### src/sv/buddy_bitmap_allocator_macros.svh
// ----------------------------------------------------------------------------
// Buddy bitmap allocator assertion macros
// Immediate-consequence and next-cycle property wrappers, empty in synthesis.
// ----------------------------------------------------------------------------
`ifndef BUDDY_BITMAP_ALLOCATOR_MACROS_SVH
`define BUDDY_BITMAP_ALLOCATOR_MACROS_SVH
`ifndef SYNTHESIS
// Consequence holds in the same cycle as the antecedent
`define BBA_ASSERT_NOW(lbl, clk, rstn, ante, cons) \
  lbl: assert property (@(posedge clk) disable iff (!rstn) (ante) |-> (cons)) \
    else $error("bba: same-cycle check failed");
// Consequence holds in the cycle after the antecedent
`define BBA_ASSERT_NEXT(lbl, clk, rstn, ante, cons) \
  lbl: assert property (@(posedge clk) disable iff (!rstn) (ante) |=> (cons)) \
    else $error("bba: next-cycle check failed");
`else
`define BBA_ASSERT_NOW(lbl, clk, rstn, ante, cons)
`define BBA_ASSERT_NEXT(lbl, clk, rstn, ante, cons)
`endif
`endif

### src/sv/bba_pkg.sv
// ----------------------------------------------------------------------------
// Buddy bitmap allocator package
// Field widths, result codes, register indexes, controller states and the
// command and status types between controller and datapath.
// ----------------------------------------------------------------------------
package bba_pkg;

  localparam int unsigned SIZE_W      = 24;
  localparam int unsigned NODE_W      = 10;
  localparam int unsigned LEVEL_W     = 4;
  localparam int unsigned OFFSET_W    = 26;
  localparam int unsigned STATUS_W    = 3;
  localparam int unsigned MIN_BLOCK_W = 16;
  localparam int unsigned POOL_W      = 25;
  localparam int unsigned CFG_IDX_W   = 2;
  localparam int unsigned CFG_DATA_W  = 25;

  localparam logic [POOL_W-1:0]      HEADER_BYTES    = 25'd4;
  localparam logic [MIN_BLOCK_W-1:0] MIN_BLOCK_RESET = 16'd16;
  localparam logic [POOL_W-1:0]      POOL_RESET      = 25'd8192;
  localparam logic [LEVEL_W-1:0]     LEVELS_RESET    = 4'd9;

  localparam logic KIND_ALLOC = 1'b0;
  localparam logic KIND_FREE  = 1'b1;

  localparam logic [CFG_IDX_W-1:0] REG_MIN_BLOCK = 2'd0;
  localparam logic [CFG_IDX_W-1:0] REG_POOL      = 2'd1;
  localparam logic [CFG_IDX_W-1:0] REG_LEVELS    = 2'd2;

  typedef enum logic [STATUS_W-1:0] {
    ST_ALLOCATED    = 3'd0,
    ST_TOO_LARGE    = 3'd1,
    ST_NO_FREE      = 3'd2,
    ST_FREED        = 3'd3,
    ST_ALREADY_FREE = 3'd4
  } status_e;

  typedef enum logic [4:0] {
    S_CLEAR, S_IDLE, S_ACHK, S_LVL, S_SRD, S_SEV, S_TRD, S_TWR,
    S_AINIT, S_ATEST, S_AWR, S_AUP, S_RES, S_FTST,
    S_MTST, S_MRD, S_MEV, S_PRD, S_PWR, S_OUT
  } state_e;

  typedef enum logic [4:0] {
    CMD_NOP, CMD_CLR, CMD_START, CMD_LSTEP, CMD_SCAN_INIT, CMD_RD,
    CMD_ROW_INC, CMD_SCAN_HIT, CMD_WR_RANGE, CMD_WR_ONE, CMD_ANC_INIT,
    CMD_ANC_UP, CMD_MUL, CMD_RES_ALLOC, CMD_RES_TOO_LARGE, CMD_RES_NO_FREE,
    CMD_RES_FREED, CMD_RES_ALREADY, CMD_BUDDY, CMD_PARENT
  } cmd_e;

  typedef struct packed {
    logic clear_done;
    logic is_free;
    logic fits;
    logic idx_bad;
    logic lvl_done;
    logic scan_hit;
    logic scan_last;
    logic range_done;
    logic anc_done;
    logic bit_busy;
    logic at_root;
  } dp_stat_t;

endpackage

### src/sv/bba_intf.sv
// ----------------------------------------------------------------------------
// Buddy bitmap allocator channel interfaces
// Request, response and configuration channels with valid/ready handshake.
// ----------------------------------------------------------------------------
interface bba_req_if;
  import bba_pkg::*;
  logic                valid;
  logic                ready;
  logic                kind;
  logic [SIZE_W-1:0]   request_size;
  logic [NODE_W-1:0]   free_node;
  modport source (output valid, kind, request_size, free_node, input ready);
  modport sink   (input valid, kind, request_size, free_node, output ready);
endinterface

interface bba_rsp_if;
  import bba_pkg::*;
  logic                valid;
  logic                ready;
  logic [STATUS_W-1:0] status;
  logic [NODE_W-1:0]   node_index;
  logic [LEVEL_W-1:0]  block_level;
  logic [OFFSET_W-1:0] payload_offset;
  modport source (output valid, status, node_index, block_level, payload_offset,
                  input ready);
  modport sink   (input valid, status, node_index, block_level, payload_offset,
                  output ready);
endinterface

interface bba_cfg_if;
  import bba_pkg::*;
  logic                  valid;
  logic                  ready;
  logic [CFG_IDX_W-1:0]  index;
  logic [CFG_DATA_W-1:0] data;
  modport source (output valid, index, data, input ready);
  modport sink   (input valid, index, data, output ready);
endinterface

### src/sv/bba_datapath.sv
// ----------------------------------------------------------------------------
// Buddy bitmap allocator datapath
// Configuration registers, the busy-bit memory in 32-bit rows, range masks,
// first-free search, level search and offset multiply, driven by commands.
// ----------------------------------------------------------------------------
module bba_datapath #(
  parameter int unsigned MAX_DEPTH = 9
) (
  input  logic                              clk_i,
  input  logic                              rst_ni,
  input  bba_pkg::cmd_e                     cmd_i,
  output bba_pkg::dp_stat_t                 stat_o,
  input  logic                              cfg_we_i,
  input  logic [bba_pkg::CFG_IDX_W-1:0]     cfg_idx_i,
  input  logic [bba_pkg::CFG_DATA_W-1:0]    cfg_data_i,
  input  logic                              kind_i,
  input  logic [bba_pkg::SIZE_W-1:0]        request_size_i,
  input  logic [bba_pkg::NODE_W-1:0]        free_node_i,
  output logic [bba_pkg::STATUS_W-1:0]      status_o,
  output logic [bba_pkg::NODE_W-1:0]        node_index_o,
  output logic [bba_pkg::LEVEL_W-1:0]       block_level_o,
  output logic [bba_pkg::OFFSET_W-1:0]      payload_offset_o
);
  import bba_pkg::*;

  // Node positions are 1-based: level k spans [2^k, 2^(k+1)-1]
  localparam int unsigned PW    = MAX_DEPTH + 1;
  localparam int unsigned RB    = (PW >= 5) ? 5 : PW;
  localparam int unsigned ROW_W = 1 << RB;
  localparam int unsigned RAW   = (PW > RB) ? PW - RB : 1;
  localparam int unsigned ROWS  = 1 << (PW - RB);
  localparam int unsigned XW    = RAW + RB;
  localparam int unsigned BSW   = MIN_BLOCK_W + MAX_DEPTH;
  localparam int unsigned CW    = (BSW > POOL_W) ? BSW : POOL_W;

  function automatic logic [LEVEL_W-1:0] node_lvl(input logic [NODE_W:0] pos);
    logic [LEVEL_W-1:0] l;
    l = '0;
    for (int b = 1; b <= NODE_W; b++) begin
      if (pos[b]) l = LEVEL_W'(b);
    end
    return l;
  endfunction

  logic [MIN_BLOCK_W-1:0] min_blk_q;
  logic [POOL_W-1:0]      pool_q;
  logic [LEVEL_W-1:0]     levels_q;
  logic [RAW-1:0]         row_q, row_d;

  logic                   kind_q;
  logic [POOL_W-1:0]      need_q;
  logic [NODE_W-1:0]      idx_q;
  logic [LEVEL_W-1:0]     flev_q, dep_q, lev_q, cnt_q;
  logic [BSW-1:0]         bsize_q;
  logic [XW-1:0]          p_q, lo_q, hi_q;
  logic [ROW_W-1:0]       rd_q;
  logic [XW+BSW-1:0]      prod_q;
  status_e                res_status_q;
  logic [NODE_W-1:0]      res_node_q;
  logic [LEVEL_W-1:0]     res_lev_q;
  logic [OFFSET_W-1:0]    res_off_q;

  logic [ROW_W-1:0]       mem [ROWS];

  logic [ROW_W-1:0]       mask, cand, wr_data;
  logic [RB-1:0]          hit_pos;
  logic [XW-1:0]          pos_b, hit_node, lo_next, scan_lo, scan_hi, par, bud, anc;
  logic [POOL_W-1:0]      need_in;
  logic [NODE_W:0]        p_in, p_idx;
  logic [XW-1:0]          p_in_x;
  logic [LEVEL_W-1:0]     dep_in, flev_in;
  logic                   last_row, more_lvl;
  logic [XW-1:0]          diff;

  // Work out range mask for the current row and the first free bit in it
  always_comb begin
    mask    = '0;
    hit_pos = '0;
    pos_b   = '0;
    for (int b = 0; b < ROW_W; b++) begin
      pos_b   = {row_q, RB'(b)};
      mask[b] = (pos_b >= lo_q) && (pos_b <= hi_q);
    end
    cand = ~rd_q & mask;
    for (int b = ROW_W - 1; b >= 0; b--) begin
      if (cand[b]) hit_pos = RB'(b);
    end
  end

  assign wr_data  = (rd_q & ~mask) | ((kind_q == KIND_ALLOC) ? mask : '0);
  assign hit_node = {row_q, hit_pos};
  assign last_row = (row_q == hi_q[XW-1:RB]);
  assign more_lvl = ({1'b0, lev_q} + {1'b0, cnt_q}) < {1'b0, dep_q};
  assign lo_next  = lo_q << 1;
  assign scan_lo  = XW'(1) << lev_q;
  assign scan_hi  = (XW'(2) << lev_q) - XW'(1);
  assign par      = p_q >> 1;
  assign bud      = p_q ^ XW'(1);
  assign anc      = lo_q >> 1;
  assign diff     = p_q - scan_lo;

  assign need_in  = POOL_W'(request_size_i) + HEADER_BYTES;
  assign p_in     = (NODE_W + 1)'(free_node_i) + (NODE_W + 1)'(1);
  assign p_in_x   = XW'(p_in);
  assign p_idx    = (NODE_W + 1)'(idx_q) + (NODE_W + 1)'(1);
  assign dep_in   = (levels_q > LEVEL_W'(MAX_DEPTH)) ? LEVEL_W'(MAX_DEPTH) : levels_q;
  assign flev_in  = node_lvl(p_in);

  // Status back to the controller
  always_comb begin
    stat_o.clear_done = (row_q == RAW'(ROWS - 1));
    stat_o.is_free    = (kind_q == KIND_FREE);
    stat_o.fits       = !(pool_q < need_q);
    stat_o.idx_bad    = (p_idx >> ({1'b0, dep_q} + 5'd1)) != '0;
    stat_o.lvl_done   = !((cnt_q < dep_q) && (CW'(bsize_q) < CW'(need_q)));
    stat_o.scan_hit   = |cand;
    stat_o.scan_last  = last_row;
    stat_o.range_done = last_row && !more_lvl;
    stat_o.anc_done   = (lo_q == '0);
    stat_o.bit_busy   = |(rd_q & mask);
    stat_o.at_root    = (p_q == XW'(1));
  end

  // Select next row address
  always_comb begin
    row_d = row_q;
    case (cmd_i)
      CMD_CLR, CMD_ROW_INC: row_d = row_q + RAW'(1);
      CMD_START:            row_d = p_in_x[XW-1:RB];
      CMD_SCAN_INIT:        row_d = scan_lo[XW-1:RB];
      CMD_WR_RANGE: begin
        if (!last_row)     row_d = row_q + RAW'(1);
        else if (more_lvl) row_d = lo_next[XW-1:RB];
      end
      CMD_ANC_INIT, CMD_PARENT: row_d = par[XW-1:RB];
      CMD_ANC_UP:               row_d = anc[XW-1:RB];
      CMD_BUDDY:                row_d = bud[XW-1:RB];
      default: ;
    endcase
  end

  // Hold configuration and the row pointer
  always_ff @(posedge clk_i or negedge rst_ni) begin
    if (!rst_ni) begin
      min_blk_q <= MIN_BLOCK_RESET;
      pool_q    <= POOL_RESET;
      levels_q  <= LEVELS_RESET;
      row_q     <= '0;
    end else begin
      row_q <= row_d;
      if (cfg_we_i) begin
        case (cfg_idx_i)
          REG_MIN_BLOCK: min_blk_q <= cfg_data_i[MIN_BLOCK_W-1:0];
          REG_POOL:      pool_q    <= cfg_data_i[POOL_W-1:0];
          REG_LEVELS:    levels_q  <= cfg_data_i[LEVEL_W-1:0];
          default: ;
        endcase
      end
    end
  end

  // Busy-bit memory: one row written or read per cycle
  always_ff @(posedge clk_i) begin
    if (cmd_i == CMD_CLR) begin
      mem[row_q] <= '0;
    end else if (cmd_i == CMD_WR_RANGE || cmd_i == CMD_WR_ONE) begin
      mem[row_q] <= wr_data;
    end
    if (cmd_i == CMD_RD) begin
      rd_q <= mem[row_q];
    end
  end

  // Advance working registers per command
  always_ff @(posedge clk_i) begin
    case (cmd_i)
      CMD_START: begin
        kind_q  <= kind_i;
        need_q  <= need_in;
        idx_q   <= free_node_i;
        flev_q  <= flev_in;
        dep_q   <= dep_in;
        lev_q   <= (kind_i == KIND_FREE) ? flev_in : dep_in;
        cnt_q   <= '0;
        bsize_q <= BSW'(min_blk_q);
        p_q     <= p_in_x;
        lo_q    <= p_in_x;
        hi_q    <= p_in_x;
      end
      CMD_LSTEP: begin
        bsize_q <= bsize_q << 1;
        lev_q   <= lev_q - LEVEL_W'(1);
        cnt_q   <= cnt_q + LEVEL_W'(1);
      end
      CMD_SCAN_INIT: begin
        lo_q  <= scan_lo;
        hi_q  <= scan_hi;
        cnt_q <= '0;
      end
      CMD_SCAN_HIT: begin
        p_q  <= hit_node;
        lo_q <= hit_node;
        hi_q <= hit_node;
      end
      CMD_WR_RANGE: begin
        if (last_row && more_lvl) begin
          lo_q  <= lo_next;
          hi_q  <= (hi_q << 1) | XW'(1);
          cnt_q <= cnt_q + LEVEL_W'(1);
        end
      end
      CMD_ANC_INIT: begin
        lo_q <= par;
        hi_q <= par;
      end
      CMD_ANC_UP: begin
        lo_q <= anc;
        hi_q <= anc;
      end
      CMD_BUDDY: begin
        lo_q <= bud;
        hi_q <= bud;
      end
      CMD_PARENT: begin
        p_q  <= par;
        lo_q <= par;
        hi_q <= par;
      end
      CMD_MUL: prod_q <= diff * bsize_q;
      CMD_RES_ALLOC: begin
        res_status_q <= ST_ALLOCATED;
        res_node_q   <= NODE_W'(p_q - XW'(1));
        res_lev_q    <= lev_q;
        res_off_q    <= prod_q[OFFSET_W-1:0] + OFFSET_W'(HEADER_BYTES);
      end
      CMD_RES_TOO_LARGE, CMD_RES_NO_FREE: begin
        res_status_q <= (cmd_i == CMD_RES_TOO_LARGE) ? ST_TOO_LARGE : ST_NO_FREE;
        res_node_q   <= '0;
        res_lev_q    <= '0;
        res_off_q    <= '0;
      end
      CMD_RES_FREED, CMD_RES_ALREADY: begin
        res_status_q <= (cmd_i == CMD_RES_FREED) ? ST_FREED : ST_ALREADY_FREE;
        res_node_q   <= idx_q;
        res_lev_q    <= flev_q;
        res_off_q    <= '0;
      end
      default: ;
    endcase
  end

  assign status_o         = res_status_q;
  assign node_index_o     = res_node_q;
  assign block_level_o    = res_lev_q;
  assign payload_offset_o = res_off_q;

endmodule

### src/sv/bba_ctrl.sv
// ----------------------------------------------------------------------------
// Buddy bitmap allocator controller
// Sequences clearing, level search, row scan, subtree marking, ancestor
// marking and buddy merging through datapath commands.
// ----------------------------------------------------------------------------
`include "buddy_bitmap_allocator_macros.svh"

module bba_ctrl (
  input  logic               clk_i,
  input  logic               rst_ni,
  input  logic               req_valid_i,
  output logic               req_ready_o,
  output logic               rsp_valid_o,
  input  logic               rsp_ready_i,
  input  bba_pkg::dp_stat_t  stat_i,
  output bba_pkg::cmd_e      cmd_o
);
  import bba_pkg::*;

  state_e state_q, state_d;

  // Hold state
  always_ff @(posedge clk_i or negedge rst_ni) begin
    if (!rst_ni) begin
      state_q <= S_CLEAR;
    end else begin
      state_q <= state_d;
    end
  end

  // Next state and commands
  always_comb begin
    state_d     = state_q;
    cmd_o       = CMD_NOP;
    req_ready_o = 1'b0;
    rsp_valid_o = 1'b0;
    case (state_q)
      S_CLEAR: begin
        cmd_o = CMD_CLR;
        if (stat_i.clear_done) state_d = S_IDLE;
      end
      S_IDLE: begin
        req_ready_o = 1'b1;
        if (req_valid_i) begin
          cmd_o   = CMD_START;
          state_d = S_ACHK;
        end
      end
      S_ACHK: begin
        if (stat_i.is_free) begin
          if (stat_i.idx_bad) begin
            cmd_o   = CMD_RES_ALREADY;
            state_d = S_OUT;
          end else begin
            cmd_o   = CMD_RD;
            state_d = S_FTST;
          end
        end else if (!stat_i.fits) begin
          cmd_o   = CMD_RES_TOO_LARGE;
          state_d = S_OUT;
        end else begin
          state_d = S_LVL;
        end
      end
      S_LVL: begin
        if (stat_i.lvl_done) begin
          cmd_o   = CMD_SCAN_INIT;
          state_d = S_SRD;
        end else begin
          cmd_o = CMD_LSTEP;
        end
      end
      S_SRD: begin
        cmd_o   = CMD_RD;
        state_d = S_SEV;
      end
      S_SEV: begin
        if (stat_i.scan_hit) begin
          cmd_o   = CMD_SCAN_HIT;
          state_d = S_TRD;
        end else if (stat_i.scan_last) begin
          cmd_o   = CMD_RES_NO_FREE;
          state_d = S_OUT;
        end else begin
          cmd_o   = CMD_ROW_INC;
          state_d = S_SRD;
        end
      end
      S_TRD: begin
        cmd_o   = CMD_RD;
        state_d = S_TWR;
      end
      S_TWR: begin
        cmd_o = CMD_WR_RANGE;
        if (stat_i.range_done) begin
          state_d = stat_i.is_free ? S_MTST : S_AINIT;
        end else begin
          state_d = S_TRD;
        end
      end
      S_AINIT: begin
        cmd_o   = CMD_ANC_INIT;
        state_d = S_ATEST;
      end
      S_ATEST: begin
        if (stat_i.anc_done) begin
          cmd_o   = CMD_MUL;
          state_d = S_RES;
        end else begin
          cmd_o   = CMD_RD;
          state_d = S_AWR;
        end
      end
      S_AWR: begin
        cmd_o   = CMD_WR_ONE;
        state_d = S_AUP;
      end
      S_AUP: begin
        cmd_o   = CMD_ANC_UP;
        state_d = S_ATEST;
      end
      S_RES: begin
        cmd_o   = CMD_RES_ALLOC;
        state_d = S_OUT;
      end
      S_FTST: begin
        if (stat_i.bit_busy) begin
          state_d = S_TWR;
        end else begin
          cmd_o   = CMD_RES_ALREADY;
          state_d = S_OUT;
        end
      end
      S_MTST: begin
        if (stat_i.at_root) begin
          cmd_o   = CMD_RES_FREED;
          state_d = S_OUT;
        end else begin
          cmd_o   = CMD_BUDDY;
          state_d = S_MRD;
        end
      end
      S_MRD: begin
        cmd_o   = CMD_RD;
        state_d = S_MEV;
      end
      S_MEV: begin
        if (stat_i.bit_busy) begin
          cmd_o   = CMD_RES_FREED;
          state_d = S_OUT;
        end else begin
          cmd_o   = CMD_PARENT;
          state_d = S_PRD;
        end
      end
      S_PRD: begin
        cmd_o   = CMD_RD;
        state_d = S_PWR;
      end
      S_PWR: begin
        cmd_o   = CMD_WR_ONE;
        state_d = S_MTST;
      end
      S_OUT: begin
        rsp_valid_o = 1'b1;
        if (rsp_ready_i) state_d = S_IDLE;
      end
      default: state_d = S_IDLE;
    endcase
  end

  `BBA_ASSERT_NEXT(a_busy_after_accept, clk_i, rst_ni, req_valid_i && req_ready_o, !req_ready_o)
  `BBA_ASSERT_NOW(a_idle_no_result, clk_i, rst_ni, state_q == S_IDLE, !rsp_valid_o)
  `BBA_ASSERT_NEXT(a_ready_after_transfer, clk_i, rst_ni, rsp_valid_o && rsp_ready_i, req_ready_o)
  `BBA_ASSERT_NOW(a_clear_blocks, clk_i, rst_ni, state_q == S_CLEAR, cmd_o == CMD_CLR && !req_ready_o)

endmodule

### src/sv/buddy_bitmap_allocator.sv
// ----------------------------------------------------------------------------
// Buddy bitmap allocator
// Busy-bit tree buddy allocator with allocate and free requests.
// ----------------------------------------------------------------------------
// One request is handled at a time. After reset a clearing pass zeroes the
// busy-bit memory row by row while no request is taken. The busy bits sit in
// a single-port memory of 32-bit rows, and a row that is changed is read and
// then written back. An allocate searches for the level of the size, scans
// the rows of that level for a free bit, marks the subtree rows and then the
// ancestors; a free clears the subtree rows and then merges with free buddies
// level by level. Configuration writes are always taken.
module buddy_bitmap_allocator #(
  parameter int unsigned MAX_DEPTH = 9
) (
  input  logic       clk_i,
  input  logic       rst_ni,
  bba_req_if.sink    req_i,
  bba_rsp_if.source  rsp_o,
  bba_cfg_if.sink    cfg_i
);
  import bba_pkg::*;

  cmd_e     cmd;
  dp_stat_t stat;

  assign cfg_i.ready = 1'b1;

  bba_ctrl u_ctrl (
    .clk_i       (clk_i),
    .rst_ni      (rst_ni),
    .req_valid_i (req_i.valid),
    .req_ready_o (req_i.ready),
    .rsp_valid_o (rsp_o.valid),
    .rsp_ready_i (rsp_o.ready),
    .stat_i      (stat),
    .cmd_o       (cmd)
  );

  bba_datapath #(
    .MAX_DEPTH (MAX_DEPTH)
  ) u_datapath (
    .clk_i            (clk_i),
    .rst_ni           (rst_ni),
    .cmd_i            (cmd),
    .stat_o           (stat),
    .cfg_we_i         (cfg_i.valid),
    .cfg_idx_i        (cfg_i.index),
    .cfg_data_i       (cfg_i.data),
    .kind_i           (req_i.kind),
    .request_size_i   (req_i.request_size),
    .free_node_i      (req_i.free_node),
    .status_o         (rsp_o.status),
    .node_index_o     (rsp_o.node_index),
    .block_level_o    (rsp_o.block_level),
    .payload_offset_o (rsp_o.payload_offset)
  );

endmodule
### src/flat_wrapper.sv
// flat-port wrapper written by rule: the top's interface ports become plain ports
module buddy_bitmap_allocator_flat import bba_pkg::*;
#(
  parameter int unsigned MAX_DEPTH = 9
)
  (clk_i, rst_ni, req_i_valid, req_i_kind, req_i_request_size, req_i_free_node, req_i_ready, rsp_o_valid, rsp_o_status, rsp_o_node_index, rsp_o_block_level, rsp_o_payload_offset, rsp_o_ready, cfg_i_valid, cfg_i_index, cfg_i_data, cfg_i_ready);
  bba_req_if req_i_i ();
  bba_rsp_if rsp_o_i ();
  bba_cfg_if cfg_i_i ();
  input  logic clk_i;
  input  logic rst_ni;
  input wire logic [$bits(req_i_i.valid)-1:0] req_i_valid;
  input wire logic [$bits(req_i_i.kind)-1:0] req_i_kind;
  input wire logic [$bits(req_i_i.request_size)-1:0] req_i_request_size;
  input wire logic [$bits(req_i_i.free_node)-1:0] req_i_free_node;
  output wire logic [$bits(req_i_i.ready)-1:0] req_i_ready;
  output wire logic [$bits(rsp_o_i.valid)-1:0] rsp_o_valid;
  output wire logic [$bits(rsp_o_i.status)-1:0] rsp_o_status;
  output wire logic [$bits(rsp_o_i.node_index)-1:0] rsp_o_node_index;
  output wire logic [$bits(rsp_o_i.block_level)-1:0] rsp_o_block_level;
  output wire logic [$bits(rsp_o_i.payload_offset)-1:0] rsp_o_payload_offset;
  input wire logic [$bits(rsp_o_i.ready)-1:0] rsp_o_ready;
  input wire logic [$bits(cfg_i_i.valid)-1:0] cfg_i_valid;
  input wire logic [$bits(cfg_i_i.index)-1:0] cfg_i_index;
  input wire logic [$bits(cfg_i_i.data)-1:0] cfg_i_data;
  output wire logic [$bits(cfg_i_i.ready)-1:0] cfg_i_ready;
  assign req_i_i.valid = req_i_valid;
  assign req_i_i.kind = req_i_kind;
  assign req_i_i.request_size = req_i_request_size;
  assign req_i_i.free_node = req_i_free_node;
  assign req_i_ready = req_i_i.ready;
  assign rsp_o_valid = rsp_o_i.valid;
  assign rsp_o_status = rsp_o_i.status;
  assign rsp_o_node_index = rsp_o_i.node_index;
  assign rsp_o_block_level = rsp_o_i.block_level;
  assign rsp_o_payload_offset = rsp_o_i.payload_offset;
  assign rsp_o_i.ready = rsp_o_ready;
  assign cfg_i_i.valid = cfg_i_valid;
  assign cfg_i_i.index = cfg_i_index;
  assign cfg_i_i.data = cfg_i_data;
  assign cfg_i_ready = cfg_i_i.ready;
  buddy_bitmap_allocator #(.MAX_DEPTH(MAX_DEPTH)) u_core (.clk_i(clk_i), .rst_ni(rst_ni), .req_i(req_i_i), .rsp_o(rsp_o_i), .cfg_i(cfg_i_i));
endmodule
### config.mk
export PLATFORM = sky130hd
export DESIGN_NAME = buddy_bitmap_allocator_flat
export DESIGN_NICKNAME = d
export VERILOG_FILES = /design/src/sv/bba_pkg.sv /design/src/sv/bba_intf.sv /design/src/sv/bba_datapath.sv /design/src/sv/bba_ctrl.sv /design/src/sv/buddy_bitmap_allocator.sv /design/src/flat_wrapper.sv
export VERILOG_INCLUDE_DIRS = /design/src /design/src/sv
export SDC_FILE = /design/constraint.sdc
export NUM_CORES = 2
export LEC_CHECK = 0
export BUFFER_PORTS_ARGS = -buffer_cell sky130_fd_sc_hd__buf_2
export CORE_AREA = 2 2 311 313
export CTS_BUF_LIST = sky130_fd_sc_hd__clkbuf_8
export DETAILED_ROUTE_END_ITERATION = 10
export DIE_AREA = 0 0 313 315
export PLACE_DENSITY = 0.82
export SLEW_MARGIN = 10
export SYNTH_ARGS = -nofsm -noshare
export SYNTH_HDL_FRONTEND = slang
export SYNTH_SLANG_ARGS = --single-unit
### constraint.sdc
create_clock -name clk_i -period 9.3 [get_ports clk_i]
set_clock_uncertainty 0.05 [all_clocks]
set_input_delay 2.79 -clock clk_i [delete_from_list [all_inputs] [get_ports clk_i]]
set_output_delay 2.79 -clock clk_i [all_outputs]
set_load 0.01 [all_outputs]
* Word level (Yosys, flattened, before mapping)
Memory sizes are Yosys's and may differ from the RTL's. A register that Yosys moved wholly into a read port is not among the register bits.
Index checks and enable logic that the tools add are counted.
** Storage, ports and cells
- Register bits :: 231
- Memory bits (writable) :: 1024
- Bits of input ports :: 67
- Output and inout port bits :: 46
- Logic and storage cells :: 329
- Memories :: 1
** Memory list
- u_core.u_datapath.mem :: words 32, width 32, rd ports 1, clocked after memory_dff 1, wr ports 1, line bba_datapath.sv:63 : logic [ROW_W-1:0] mem [ROWS];
** Cells by class
- $add $sub $neg :: 12
- Multipliers :: 1
- Order comparisons :: 69
- Eq/ne operators :: 49
- Shift-type cells :: 3
- Multiplexer cells :: 99
- Bitwise logic cells :: 8
- Reductions and logical operators :: 66
** Operators by type and width (number)
- 10-bit >= comparator :: 32
- 10-bit <= comparator :: 32
- 5-bit 2-to-1 mux :: 48
- 10-bit case mux with 7 select lines :: 2
- 32-bit AND :: 3
- 5-bit case mux with 19 select lines :: 1
- 5-bit by 4-bit equality test with 1-bit output, second input constant :: 16
- 5-bit case mux with 15 select lines :: 1
- 4-bit 2-to-1 mux :: 17
- 32-bit 2-to-1 mux :: 2
- 32-bit inverter :: 2
- 32-bit OR reduction :: 2
- 10-bit case mux with 3 select lines :: 2
- 26-bit case mux with 2 select lines :: 1
- 25-bit less-than comparator :: 2
- 25-bit case mux with 2 select lines :: 1
- 5-bit equality test, second input constant :: 9
- 5-bit by 3-bit equality test with 1-bit output, second input constant :: 8
- 1-bit logical AND :: 35
- 5-bit case mux with 7 select lines :: 1
- 32-bit OR :: 1
- 26-bit by 3-bit adder with 26-bit output, second input constant :: 1
- 10-bit by 25-bit multiplier with 26-bit output :: 1
- 24-bit by 3-bit adder with 25-bit output, second input constant :: 1
- other kinds (46) :: 86

* Longest topological paths before layout
- Word-level depth :: 36
- Gate-level depth with buffers :: 33
- Depth with buffers taken out :: 32

* Hierarchy
A second synthesis with hierarchy kept.
** Unflattened totals
- Cell total of the unflattened synthesis :: 3982
- Area total of the unflattened synthesis :: 61177.4 µm²
** Modules (own cells, without submodules)
- bba_datapath :: times used 1, cells each 3850, area an instance 60305.3 µm², seq. area each 38251.7 µm²
- bba_ctrl :: times used 1, cells each 130, area an instance 860.8 µm², seq. area each 125.1 µm²
- buddy_bitmap_allocator :: times used 1, cells each 2, area an instance 11.3 µm², seq. area each 0.0 µm²

* Worst setup path before layout
No wires, ideal clock.
- Path kind :: register to register
- From :: register u_core.u_datapath.lev_q[1]
- To :: register u_core.u_datapath.prod_q[25], data pin
- Setup time :: 0.265 ns
- Arrival :: 7.962 ns
- Data required time :: 8.985 ns
- Path slack :: 1.023 ns
- Cell stages (with the launch flop) :: 33
- Path buffers :: 1
- Period minus slack after synthesis :: 8.277 ns
- Cells stage by stage :: edfxtp_1 -> inv_1 -> ha_1 -> nand2_1 -> inv_1 -> ha_1 -> inv_1 -> fa_1 -> a21o_1 -> a21oi_1 -> o21bai_1 -> a2111oi_0 -> nor3_1 -> xor2_1 -> clkbuf_1 -> nand2_1 -> fa_1 -> fa_1 -> fa_1 -> inv_1 -> fa_1 -> fa_1 -> ha_1 -> a21o_1 -> a21oi_1 -> o22ai_1 -> nor2_1 -> a211o_1 -> nor3_1 -> or2_2 -> o211a_1 -> a311oi_1 -> xnor2_1
** Between the ends
- Cells in the longest elaborated chain, start to end :: 3
** RTL lines
- start: declaration :: line bba_datapath.sv:53 : logic [LEVEL_W-1:0] flev_q, dep_q, lev_q, cnt_q;
- start signal: assignment :: line bba_datapath.sv:183 : lev_q <= (kind_i == KIND_FREE) ? flev_in : dep_in;
- start signal: assignment :: line bba_datapath.sv:192 : lev_q <= lev_q - LEVEL_W'(1);
- 1-bit by 4-bit left shift with 10-bit output :: line bba_datapath.sv:95 : assign scan_lo = XW'(1) << lev_q;
- 10-bit subtractor :: line bba_datapath.sv:100 : assign diff = p_q - scan_lo;
- 10-bit by 25-bit multiplier with 26-bit output :: line bba_datapath.sv:229 : CMD_MUL: prod_q <= diff * bsize_q;
- end signal: assignment :: line bba_datapath.sv:229
- end: declaration :: line bba_datapath.sv:57 : logic [XW+BSW-1:0] prod_q;
Every way passes these cells.
A chain may end at the register's enable or synchronous reset.

* Worst setup path after layout
Ends and elaborated chain as after synthesis.

==> impl_metrics.ini <==
[floorplanning]
rows = 114
fp.dieArea_um2 = 98600
die_w_um = 313
io_pins = 113
coreArea_um2 = 95700
die_h_um = 315
start_util_pct = 64.3

[global_routing]
antenna_found_initial = 4
globalRoute.totalOverflow = 0
grt_max_degree = 104
grt_pass1_wl_mm = 252
grt_pass1_vias = 39200
grt_usage_pct = 35.3

[clocking]
cts_tree = built
clkSinkCount = 1287
cts-hold-fix-buffers = 0
numCtsBuffers = 195
clock_latency_ns = 0.94
h-tree-depth = 4
clk_pin_slew_ns = 0.06
clockBufferDepth = 3
cts_root_buffer = clkbuf_8

[setup_path]
cpPeakStageDelay_ns = 0.55
crit_path_end_kind = register
arrival_ns = 9.31
cp_slowest_cell = fa_1
crit_path_max_fanout = 13
critPathKind = register to register
r2r-start = u_core.u_datapath.lev_q[1]$_DFFE_PP_
start_kind = register
reg2reg_to = u_core.u_datapath.prod_q[25]$_DFFE_PN_
ff2ff_setup_slack_ns = 0.57
crit_required_ns = 9.88
rr_worst_depth = 31
path_common_cell = fa_1

[synthesis]
synth-seq-area-share_pct = 62.4
synth.top_cell.area_share_pct = 60.1
synth-seq-cells = 1287
postSynthCellCount = 4024
yosys.cell_types.count = 91
async_flop_share_pct = 4.27
syn-cell-area_um2 = 61500
yosysTopAreaCell = edfxtp_1
synth_edf_count = 1232
synth_area_per_cell_um2 = 15.3
yosysWarnings = 0
synth_ff_type = edfxtp_1
syn_nets = 4380
yosys-top-cells-area = edfxtp_1 60%, mux4_2 9.4%, fa_1 4.9%

[worst_hold_path]
holdPathEnd = u_core.u_datapath.min_blk_q[1]$_DFFE_PN0P_
hold_path_startpoint = u_core.u_datapath.min_blk_q[1]$_DFFE_PN0P_
hold_depth = 1
min_path_type = register to register

[sta]
slew_headroom_pct = 26.4
maxSlewViolCount = 0
hold_violations = 0
rsz0062_at_grt = false
clock.fmax_ghz = 0.114
fin_crit_ns = 8.73
setup_tns_ns = 0
worst_pin_slew_ns = 1.10
min_period_over_period_pct = 93.9
finalSetupViolCount = 0

[finish]
area_growth_syn_to_layout_pct = 10.5
layout-drive-gt1-share_pct = 20.8
final_cell_mix = 1232 x edfxtp_1, 267 x inv_1, 256 x mux4_2
final_nets = 4604
final_common_cell = edfxtp_1

[route]
drt_iter0_drc = 5810
wl_mm = 171
dr.pass1.iters = 8
wl_per_cell_um = 30.1
routed_via_density = 6.84
drtAntennaViolNets = 0
drcViolationCount = 0
vias = 38900

[placement]
io_buffers = 111
place_congestion = 1.01
hpwlAfterDp_mm = 106

[status]
status = finished clean

[run]
drv_cap = 0
[metal layers]
layer  wire length (um)  up-vias  track usage (%)
met3              18800      582             7.34
met1              59900    19400             45.9
met4               9560        6             17.8
met5                 41        -                0
met2              82700     2887             57.1
li1                   -    16000                -
[per-stage QoR]
| stage | cell area, um^2 | hold slack, ns | utilization [%] | worst slack [ns] | instances |
|---|---|---|---|---|---|
| after global placement | 64300 | 0.433 | 67.2 | 0.678 | 5326 |
| after detailed placement | 64300 | 0.441 | 67.2 | 0.447 | 5326 |
| after floorplan | 61500 | 0.422 | - | 1.02 | 4024 |
| after CTS | 68000 | 0.458 | 71.0 | 0.457 | 5680 |
| after global routing | 68000 | 0.473 | 71.1 | 0.0578 | 5682 |
| final | 68000 | 0.455 | 71.1 | 0.565 | 5682 |
[worst max path at each step]
| stage | from | endpoint | cells after the start |
|---|---|---|---|
| after floorplan | u_core.u_datapath.lev_q[1]$_DFFE_PP_ | u_core.u_datapath.prod_q[25]$_DFFE_PN_ | 32 |
| after global placement | u_core.u_datapath.lev_q[1]$_DFFE_PP_ | u_core.u_datapath.prod_q[25]$_DFFE_PN_ | 31 |
| after detailed placement | u_core.u_datapath.lev_q[1]$_DFFE_PP_ | u_core.u_datapath.prod_q[25]$_DFFE_PN_ | 31 |
| after CTS | u_core.u_datapath.lev_q[1]$_DFFE_PP_ | u_core.u_datapath.prod_q[25]$_DFFE_PN_ | 31 |
| after global routing | u_core.u_datapath.lev_q[1]$_DFFE_PP_ | u_core.u_datapath.prod_q[25]$_DFFE_PN_ | 31 |
| final | u_core.u_datapath.lev_q[1]$_DFFE_PP_ | u_core.u_datapath.prod_q[25]$_DFFE_PN_ | 31 |
[cell type report]
cell class / count / area [um^2]
Multi-Input combinational cell: 2323 / 21900
Timing Repair Buffer: 232 / 1610
Fill cell: 5883 / 27700
Tap cell: 1276 / 1600
Inverter: 209 / 785
Clock buffer: 199 / 2740
Sequential cell: 1287 / 38400
Clock inverter: 155 / 937
Antenna cell: 1 / 2.50
[synth_stat cells (49+ instances only)]
| cell | n |
|---|---|
| o21ai_0 | 59 |
| inv_1 | 209 |
| nor2_1 | 256 |
| fa_1 | 152 |
| edfxtp_1 | 1232 |
| nor3_1 | 49 |
| and2_1 | 93 |
| nand3_1 | 86 |
| dfrtp_1 | 51 |
| xnor2_1 | 70 |
| nand2_1 | 246 |
| nand4_1 | 79 |
| a21oi_1 | 103 |
| clkbuf_1 | 159 |
| mux2_2 | 72 |
| mux4_2 | 256 |
| a22oi_1 | 140 |
| ha_1 | 137 |
[critical path: cells and delay by family, from the launching register on]
family                   cells  cell delay (ns)
buffers and inverters        5             0.67
XOR/XNOR                     2             0.46
adder cells (fa/ha/maj)      9             3.82
AO/OA/AOI/OAI                9             2.08
flip-flops                   1             0.51
AND/OR/NAND/NOR              6             0.91
[timing repair]
item | 4_1_cts | 5_1_grt
setup endpoints to repair | 0 | 2
resized for setup | 0 | 3
setup buffers | 0 | 1
endpoints found under the hold margin | 0 | 0
[cell families (layout without fill, tap and decap cells)]
group	after synthesis	in the layout	share of synthesized area, %
buffers and inverters	414	795	2.56
other	1	2	0.00609
multiplexers	346	346	11.0
AND/OR/NAND/NOR	1008	1008	8.14
flip-flops	1287	1287	62.4
XOR/XNOR	117	117	1.69
AO/OA/AOI/OAI	562	562	6.53
adder cells (fa/ha/maj)	289	289	7.73
[state kept, by name (all words and copies together), names as in the netlist, 10 cells and up]
signal                              cells
u_core.u_datapath.min_blk_q            16
u_core.u_datapath.p_q                  10
u_core.u_datapath.node_index_o         10
u_core.u_datapath.hi_q                 10
u_core.u_datapath.pool_q               25
u_core.u_datapath.payload_offset_o     26
u_core.u_datapath.need_q               25
u_core.u_datapath.idx_q                10
u_core.u_datapath.bsize_q              25
u_core.u_datapath.mem                1024
u_core.u_datapath.lo_q                 10
u_core.u_datapath.rd_q                 32
u_core.u_datapath.prod_q               26
Power is not shown: default switching activity piles up to over one toggle a cycle in this logic, so the estimate is an artifact.
